## config.mk

```make
export PLATFORM = sky130hd
export DESIGN_NAME = motor_command_packet_receiver
export DESIGN_NICKNAME = d
export VERILOG_FILES = /design/src/sv/mcpr_pkg.sv /design/src/sv/motor_command_packet_receiver.sv
export VERILOG_INCLUDE_DIRS = /design/src /design/src/sv
export SDC_FILE = /design/constraint.sdc
export NUM_CORES = 2
export LEC_CHECK = 0
export ABC_AREA = 1
export BUFFER_PORTS_ARGS = -buffer_cell sky130_fd_sc_hd__buf_2
export CAP_MARGIN = 0
export CORE_MARGIN = 1.5
export CORE_UTILIZATION = 54
export DETAILED_ROUTE_END_ITERATION = 12
export GPL_TIMING_DRIVEN = 0
export PLACE_DENSITY_LB_ADDON = 0.25
export SLEW_MARGIN = 20
export SYNTH_ARGS = -nofsm -noshare
export SYNTH_HDL_FRONTEND = slang
export SYNTH_SLANG_ARGS = --single-unit
export TNS_END_PERCENT = 50
```

## constraint.sdc

```tcl
create_clock -name clk -period 5.5 [get_ports clk]
set_input_delay 0 -clock clk [delete_from_list [all_inputs] [get_ports clk]]
set_output_delay 0 -clock clk [all_outputs]
set_load 0.02 [all_outputs]
```

## src/sv/motor_command_packet_receiver_defines.svh

```systemverilog
// assertion macros for the motor command packet receiver
// no dependencies; included by the files that carry assertions
`ifndef MOTOR_COMMAND_PACKET_RECEIVER_DEFINES_SVH
`define MOTOR_COMMAND_PACKET_RECEIVER_DEFINES_SVH

// same-cycle implication, disabled while in reset
`define MCPR_ASSERT_NOW(label, clk, rst_n, ante, cons) \
	label: assert property (@(posedge clk) disable iff (!(rst_n)) (ante) |-> (cons)) \
		else $error("mcpr assertion failed");

// next-cycle implication, disabled while in reset
`define MCPR_ASSERT_NEXT(label, clk, rst_n, ante, cons) \
	label: assert property (@(posedge clk) disable iff (!(rst_n)) (ante) |=> (cons)) \
		else $error("mcpr assertion failed");

`endif

```

## src/sv/mcpr_pkg.sv

```systemverilog
// types and constants for the motor command packet receiver
// no dependencies; imported by motor_command_packet_receiver
package mcpr_pkg;

	typedef enum logic [1:0] {
		ST_IDLE = 2'b01,
		ST_RECV = 2'b10
	} rx_state_t;

	localparam logic [1:0] CFG_START_MARKER = 2'd0;
	localparam logic [1:0] CFG_END_MARKER   = 2'd1;
	localparam logic [1:0] CFG_PWM_PERIOD   = 2'd2;

	localparam logic [7:0]  START_MARKER_RST = 8'd247;
	localparam logic [7:0]  END_MARKER_RST   = 8'd255;
	localparam logic [15:0] PWM_PERIOD_RST   = 16'd1000;
	localparam logic [7:0]  DUTY_RST         = 8'd30;

	localparam logic [7:0] WHEEL_STOP = 8'd0;
	localparam logic [7:0] WHEEL_FWD  = 8'd1;
	localparam logic [7:0] WHEEL_BACK = 8'd2;
	localparam logic [7:0] TURN_STRAIGHT = 8'd0;
	localparam logic [7:0] TURN_RIGHT    = 8'd1;
	localparam logic [7:0] TURN_LEFT     = 8'd2;

	localparam logic [1:0] PINS_OFF        = 2'b00;
	localparam logic [1:0] WHEEL_PINS_FWD  = 2'b10;
	localparam logic [1:0] WHEEL_PINS_BACK = 2'b01;
	localparam logic [1:0] TURN_PINS_RIGHT = 2'b01;
	localparam logic [1:0] TURN_PINS_LEFT  = 2'b10;

	localparam logic [2:0] FIRST_INDEX = 3'd1;
	localparam logic [2:0] LAST_INDEX  = 3'd5;

	// divide by 100 as multiply by ceil(2^31/100), exact for 24-bit dividends
	localparam int PROD_W      = 24;
	localparam int RECIP_W     = 25;
	localparam int SCALED_W    = PROD_W + RECIP_W;
	localparam int RECIP_SHIFT = 31;
	localparam int QUO_W       = SCALED_W - RECIP_SHIFT;
	localparam logic [RECIP_W-1:0] RECIP_100 = 25'd21474837;
	localparam logic [QUO_W-1:0]   COMPARE_MAX = 18'd65535;

	typedef struct packed {
		logic       ok;
		logic [1:0] wheel_pins;
		logic [7:0] wheel_duty;
		logic [7:0] wheel_cmd;
		logic [1:0] turn_pins;
		logic [7:0] turn_duty;
		logic [7:0] turn_cmd;
	} result_t;

endpackage

```

## src/sv/motor_command_packet_receiver.sv

```systemverilog
// motor command packet receiver: packet framing, command decode and pwm compare scaling
// depends on mcpr_pkg and motor_command_packet_receiver_defines.svh
`include "motor_command_packet_receiver_defines.svh"

// One received byte is taken per clock while in_stall is low. A packet is the start marker,
// wheel command, wheel duty, turn command, turn amount and end marker; the end marker byte
// produces one result word and every other byte produces none. The result word passes
// three registered stages: the first takes the decoded state with the end byte, the second
// the duty times period multiply and the third the divide by 100, done as a reciprocal
// multiply. The stages advance independently, so bytes keep flowing while a result waits
// on out_stall; in_stall rises only when all three stages hold undelivered results.
// Configuration writes are always ready and take effect at once.
module motor_command_packet_receiver
	import mcpr_pkg::*;
(
	input  logic        clk,
	input  logic        arst_n,
	input  logic        in_valid,
	output logic        in_stall,
	input  logic [7:0]  rx_byte,
	output logic        out_valid,
	input  logic        out_stall,
	output logic        packet_ok,
	output logic [1:0]  wheel_pins,
	output logic [7:0]  wheel_duty_pct,
	output logic [15:0] wheel_compare,
	output logic [7:0]  wheel_cmd_code,
	output logic [1:0]  turn_pins,
	output logic [7:0]  turn_duty_pct,
	output logic [15:0] turn_compare,
	output logic [7:0]  turn_cmd_code,
	input  logic        cfg_valid,
	output logic        cfg_ready,
	input  logic [1:0]  cfg_index,
	input  logic [15:0] cfg_data
);

	logic [7:0]  start_marker_q;
	logic [7:0]  end_marker_q;
	logic [15:0] pwm_period_q;

	rx_state_t   state_q;
	logic [2:0]  byte_index_q;
	logic [7:0]  payload_q [4];
	logic [1:0]  wheel_pin_q;
	logic [1:0]  turn_pin_q;
	logic [7:0]  wheel_duty_q;
	logic [7:0]  turn_duty_q;
	logic [7:0]  wheel_cmd_q;
	logic [7:0]  turn_cmd_q;

	logic        valid_s1, valid_s2, valid_s3;
	result_t     res_s1, res_s2, res_s3;
	logic [PROD_W-1:0] wheel_prod_s2, turn_prod_s2;
	logic [15:0] wheel_cmp_s3, turn_cmp_s3;

	logic        adv1, adv2, adv3;
	logic        accept;
	logic        last_byte;
	logic        end_ok;
	logic [1:0]  wheel_pin_d, turn_pin_d;
	logic [7:0]  wheel_duty_d, turn_duty_d;
	logic [SCALED_W-1:0] wheel_scaled, turn_scaled;
	logic [QUO_W-1:0]    wheel_quo, turn_quo;

	assign adv3     = !valid_s3 || !out_stall;
	assign adv2     = !valid_s2 || adv3;
	assign adv1     = !valid_s1 || adv2;
	assign in_stall = !adv1;
	assign accept   = in_valid && adv1;
	assign cfg_ready = 1'b1;

	assign last_byte = (state_q == ST_RECV) && (byte_index_q == LAST_INDEX);
	assign end_ok    = (rx_byte == end_marker_q);

	always_comb begin
		wheel_pin_d  = wheel_pin_q;
		wheel_duty_d = wheel_duty_q;
		turn_pin_d   = turn_pin_q;
		turn_duty_d  = turn_duty_q;
		case (payload_q[0])
			WHEEL_STOP: begin
				wheel_pin_d  = PINS_OFF;
				wheel_duty_d = 8'd0;
			end
			WHEEL_FWD: begin
				wheel_pin_d  = WHEEL_PINS_FWD;
				wheel_duty_d = payload_q[1];
			end
			WHEEL_BACK: begin
				wheel_pin_d  = WHEEL_PINS_BACK;
				wheel_duty_d = payload_q[1];
			end
			default: begin
			end
		endcase
		case (payload_q[2])
			TURN_STRAIGHT: begin
				turn_pin_d  = PINS_OFF;
				turn_duty_d = 8'd0;
			end
			TURN_RIGHT: begin
				turn_pin_d  = TURN_PINS_RIGHT;
				turn_duty_d = payload_q[3];
			end
			TURN_LEFT: begin
				turn_pin_d  = TURN_PINS_LEFT;
				turn_duty_d = payload_q[3];
			end
			default: begin
			end
		endcase
	end

	always_ff @(posedge clk or negedge arst_n) begin
		if (!arst_n) begin
			start_marker_q <= START_MARKER_RST;
			end_marker_q   <= END_MARKER_RST;
			pwm_period_q   <= PWM_PERIOD_RST;
		end else if (cfg_valid && cfg_ready) begin
			case (cfg_index)
				CFG_START_MARKER: start_marker_q <= cfg_data[7:0];
				CFG_END_MARKER:   end_marker_q   <= cfg_data[7:0];
				CFG_PWM_PERIOD:   pwm_period_q   <= cfg_data;
				default: begin
				end
			endcase
		end
	end

	always_ff @(posedge clk or negedge arst_n) begin
		if (!arst_n) begin
			state_q      <= ST_IDLE;
			byte_index_q <= 3'd0;
			wheel_pin_q  <= PINS_OFF;
			turn_pin_q   <= PINS_OFF;
			wheel_duty_q <= DUTY_RST;
			turn_duty_q  <= DUTY_RST;
			wheel_cmd_q  <= WHEEL_STOP;
			turn_cmd_q   <= TURN_STRAIGHT;
		end else if (accept) begin
			case (state_q)
				ST_IDLE: begin
					if (rx_byte == start_marker_q) begin
						state_q      <= ST_RECV;
						byte_index_q <= FIRST_INDEX;
					end
				end
				ST_RECV: begin
					if (byte_index_q != LAST_INDEX) begin
						byte_index_q <= byte_index_q + 3'd1;
					end else begin
						state_q      <= ST_IDLE;
						byte_index_q <= 3'd0;
						if (end_ok) begin
							wheel_pin_q  <= wheel_pin_d;
							turn_pin_q   <= turn_pin_d;
							wheel_duty_q <= wheel_duty_d;
							turn_duty_q  <= turn_duty_d;
							wheel_cmd_q  <= payload_q[0];
							turn_cmd_q   <= payload_q[2];
						end
					end
				end
				default: begin
					state_q      <= ST_IDLE;
					byte_index_q <= 3'd0;
				end
			endcase
		end
	end

	// payload bytes 1 to 4
	always_ff @(posedge clk) begin
		if (accept && (state_q == ST_RECV) && (byte_index_q != LAST_INDEX)) begin
			payload_q[2'(byte_index_q - FIRST_INDEX)] <= rx_byte;
		end
	end

	always_ff @(posedge clk or negedge arst_n) begin
		if (!arst_n) begin
			valid_s1 <= 1'b0;
			valid_s2 <= 1'b0;
			valid_s3 <= 1'b0;
		end else begin
			if (adv1) valid_s1 <= accept && last_byte;
			if (adv2) valid_s2 <= valid_s1;
			if (adv3) valid_s3 <= valid_s2;
		end
	end

	always_ff @(posedge clk) begin
		if (adv1) begin
			res_s1.ok         <= end_ok;
			res_s1.wheel_pins <= end_ok ? wheel_pin_d : wheel_pin_q;
			res_s1.wheel_duty <= end_ok ? wheel_duty_d : wheel_duty_q;
			res_s1.wheel_cmd  <= end_ok ? payload_q[0] : wheel_cmd_q;
			res_s1.turn_pins  <= end_ok ? turn_pin_d : turn_pin_q;
			res_s1.turn_duty  <= end_ok ? turn_duty_d : turn_duty_q;
			res_s1.turn_cmd   <= end_ok ? payload_q[2] : turn_cmd_q;
		end
		if (adv2) begin
			res_s2        <= res_s1;
			wheel_prod_s2 <= {16'd0, res_s1.wheel_duty} * {8'd0, pwm_period_q};
			turn_prod_s2  <= {16'd0, res_s1.turn_duty} * {8'd0, pwm_period_q};
		end
		if (adv3) begin
			res_s3       <= res_s2;
			wheel_cmp_s3 <= (wheel_quo > COMPARE_MAX) ? 16'hFFFF : wheel_quo[15:0];
			turn_cmp_s3  <= (turn_quo > COMPARE_MAX) ? 16'hFFFF : turn_quo[15:0];
		end
	end

	assign wheel_scaled = SCALED_W'(wheel_prod_s2) * SCALED_W'(RECIP_100);
	assign turn_scaled  = SCALED_W'(turn_prod_s2) * SCALED_W'(RECIP_100);
	assign wheel_quo    = wheel_scaled[SCALED_W-1:RECIP_SHIFT];
	assign turn_quo     = turn_scaled[SCALED_W-1:RECIP_SHIFT];

	assign out_valid      = valid_s3;
	assign packet_ok      = res_s3.ok;
	assign wheel_pins     = res_s3.wheel_pins;
	assign wheel_duty_pct = res_s3.wheel_duty;
	assign wheel_compare  = wheel_cmp_s3;
	assign wheel_cmd_code = res_s3.wheel_cmd;
	assign turn_pins      = res_s3.turn_pins;
	assign turn_duty_pct  = res_s3.turn_duty;
	assign turn_compare   = turn_cmp_s3;
	assign turn_cmd_code  = res_s3.turn_cmd;

	`MCPR_ASSERT_NOW(a_stall_only_when_full, clk, arst_n, in_stall,
		valid_s1 && valid_s2 && valid_s3 && out_stall)
	`MCPR_ASSERT_NEXT(a_last_byte_gives_word, clk, arst_n, accept && last_byte, valid_s1)
	`MCPR_ASSERT_NEXT(a_drop_keeps_state, clk, arst_n, accept && last_byte && !end_ok,
		$stable(wheel_duty_q) && $stable(turn_duty_q) && $stable(wheel_cmd_q) &&
		$stable(turn_cmd_q))
	`MCPR_ASSERT_NOW(a_idle_index_clear, clk, arst_n, state_q == ST_IDLE, byte_index_q == 3'd0)
	`MCPR_ASSERT_NOW(a_pins_exclusive, clk, arst_n, 1'b1,
		$onehot0(wheel_pin_q) && $onehot0(turn_pin_q))

endmodule
```

==> metrics <==
mux contribution to synthesized area=0.00223; post-route DRC violation count=0; proportion of layout cells with a drive suffix above 1=0.135; crit share post-route=1.14; Synth Area per Inst=around 9 um^2; post-synthesis async set-or-reset flop share=0.254; ANT cells=0; Area contributors post-synth=fa_1 (28%), ha_1 (18%), edfxtp_1 (17%), inv_1 (11%), nand2_1 (8.9%); first-pass GRT wire length=roughly 170000 um; final WL=between 100000 and 150000 um; Worst R2R Path Depth=27; CP startpoint kind=flip-flop; Slew Viols, Final=0; crit end category=flip-flop; Post-DRT Antenna Nets=0; Critical R2R Launch=turn_prod_s2[6]$_DFFE_PP_; post-synth cell types=45; endpoints failing hold=0; HP Start=out_stall; FILL cells=between 6000 and 7000; adder-cell share of the synthesized area=0.466; wire per inst=18.2 um; Initial Util=0.544; nets=between 6000 and 7000; die extent in x=between 200 and 300 um; GP Congestion=roughly 0.97; GRT Util Overall=0.280; port bufs=roughly 100; Area Overhead vs Synth=14.6%; kind of path behind the tightest hold check=input pin to flip-flop; drt initial violations=between 2000 and 2500; Critical R2R Capture=turn_compare[9]$_SDFFCE_PN1P_; Post-synth top cells=inv_1 (1129), nand2_1 (952), ha_1 (592); vias in the first global route=31800; cell area after synthesis=just over 40000 um^2; max cap viols=0; Min Clock Period, post-route=about 6.3 ns; top cell type's share of synthesized area=0.283; Worst slew margin=0.271; CP Max Fanout=5; worst-skew pair later-pin latency=between 0.5 and 0.6 ns; H-tree depth=2; failing checks=negative setup slack; main flop type after synthesis=edfxtp_1; Final Worst Setup Slack=-0.751 ns; Syn Nets=around 5700; Synthesis Warnings=0; highest clock rate=between 150 and 200 MHz; clk root buf=clkbuf_16; Least-Margin Pin Slew=between 1 and 1.5 ns; Mapped Cells=4500; Clock Sink Count=~300; EDFF count, synth=223; RSZ-0062 raised after global routing=yes; post-synthesis sequential area ratio=0.214; most numerous cell in the Yosys netlist=inv_1; hold path depth=3; status=complete, but fails checks; r2r setup slk=-0.75 ns; Post-DP HPWL=approximately 85000 um; clock skew=around 0.032 ns; WP data arrival=6.57 ns; TritonRoute pass-1 iters=5; CTS Buffer Depth=3; core area=~74000 um^2; initial antenna violation count=0; TritonCTS clock tree=built; Die Ht=276 um; io pins=between 100 and 150; xor and xnor area share after synthesis=0.0126; Simple-Gate Fraction of Synth Area=0.142; Yosys top cell by area=fa_1; CP Class=flip-flop to flip-flop; Finish-stage setup viols=32; Vias=~31000; Die Footprint=between 70000 and 80000 um^2; pin count of the biggest net entering global routing=58; hold slack final=~0.094 ns; Reg clk slew, reported paths=about 0.060 ns; flops & latches, synth=~300; total CTS buffers=34; main combinational cell family by area after synthesis=adder cells; Std-Cell Rows=100; Compound-Gate Fraction of Synth Area=0.0480; DR vias/cell=around 5.3; Worst Path Required=5.81 ns; Worst Hold End=out_valid$_DFFE_PN0P_; GRT overflow=0
[cell type report]
class | instances | area [um^2] | area share
repair buffers | 300 | 2200 | 0.0477
inverters | 1134 | 4260 | 0.0922
clock buffers | 42 | 931 | 0.0201
flip-flops and latches | 299 | 8640 | 0.187
well taps | 969 | 1210 | 0.0262
multi-input cells | 2983 | 28300 | 0.613
clock inverters | 19 | 294 | 0.00636
plain buffers | 84 | 378 | 0.00817
[routing by layer]
layer	vias up	GRT usage	routed length (um)
li1	14500	-	-
met1	15000	0.379	46000
met2	971	0.467	50000
met3	228	0.0359	6170
met4	0	0.0943	3810
met5	-	0	0
[sequential cells by signal, summed over array words and instances (netlist names), 16 cells and up]
register,cells
turn_prod_s2,24
turn_compare,16
pwm_period_q,16
payload_q,32
res_s1,37
res_s2,37
wheel_prod_s2,24
wheel_compare,16
[critical path: stages, from the launching register on]
cell	delay [ns]
edfxtp_1	0.45
buf_4	0.16
buf_4	0.10
inv_2	0.05
fa_2	0.41
fa_1	0.54
inv_1	0.05
fa_2	0.58
fa_1	0.47
fa_2	0.49
fa_1	0.50
inv_1	0.05
fa_1	0.52
inv_1	0.08
ha_4	0.29
nand2_2	0.08
inv_1	0.06
nand2_1	0.05
nand2_1	0.10
nand2_1	0.06
and2_1	0.17
nand2_1	0.09
nand2_1	0.09
nand4_1	0.11
nand2_2	0.10
nor2_8	0.14
buf_12	0.14
nand2_4	0.05
[worst max path at each step]
stage / to / cells past startpoint / slack (ns) / startpoint
floorplan: turn_compare[10]$_SDFFCE_PN1P_ / 28 / -0.21 / turn_prod_s2[7]$_DFFE_PP_
global placement: payload_q[1][7]$_DFFE_PP_ / 9 / -1.20 / out_valid$_DFFE_PN0P_
detailed placement: turn_compare[9]$_SDFFCE_PN1P_ / 28 / -1.09 / turn_prod_s2[13]$_DFFE_PP_
CTS: turn_compare[9]$_SDFFCE_PN1P_ / 28 / -0.78 / turn_prod_s2[6]$_DFFE_PP_
global route: turn_compare[1]$_SDFFCE_PN1P_ / 24 / -0.95 / turn_prod_s2[12]$_DFFE_PP_
finish: turn_compare[9]$_SDFFCE_PN1P_ / 27 / -0.75 / turn_prod_s2[6]$_DFFE_PP_
[per-stage QoR]
stage	utilization	TNS, ns	worst slack, ns	area (um^2)	cells
after CTS	0.613	-17.81	-0.784	45500	5787
after detailed placement	0.571	-32.41	-1.09	42300	5573
after global routing	0.623	-26.64	-0.954	46200	5830
after floorplan	-	-5.30	-0.215	40500	4500
after global placement	0.569	-101.29	-1.20	42200	5570
final	0.623	-19.91	-0.751	46200	5830
[what timing repair did]
item,in CTS,in global routing
hold buffers,38,0
setup buffers,112,44
pin swaps,78,56
gates cloned,3,0
endpoints found under the setup margin,36,51
hold endpoints to repair,145,0
gates resized for setup,168,111
[layout by cell type, fill, tap and decap left out, types with 16 or more instances in the layout]
master	Yosys	layout
inv_1	1129	1095
nand2_1	952	900
ha_1	592	551
fa_1	570	549
edfxtp_1	223	223
nor2_1	197	167
buf_4	2	149
o21ai_0	144	134
a21oi_1	143	122
buf_2	7	107
nand3_1	117	101
clkbuf_1	72	66
nand2_2	17	47
dfrtp_1	46	46
nand4_1	45	45
dlygate4sd3_1	0	38
inv_2	4	36
ha_4	0	35
clkbuf_16	0	35
xnor2_1	30	30
dfstp_2	30	30
xor2_1	28	26
o21bai_1	25	24
nor2_2	12	23
nand2_4	0	21
fa_2	0	21
nor2_4	0	19
a31oi_1	17	17
nor3_1	21	16
a21oi_2	0	16
[cells by family (layout without fill, tap and decap cells)]
family	Yosys count	in the layout
buf+inv	1218	1579
mux	8	8
flops	299	299
fa+ha+maj	1162	1162
compound gates	358	358
simple gates	1396	1396
other cells	1	1
xor+xnor	58	58
Power is left out: the tool's default activity adds up to more than one toggle a clock period on the data nets, which glitch-free logic cannot reach.
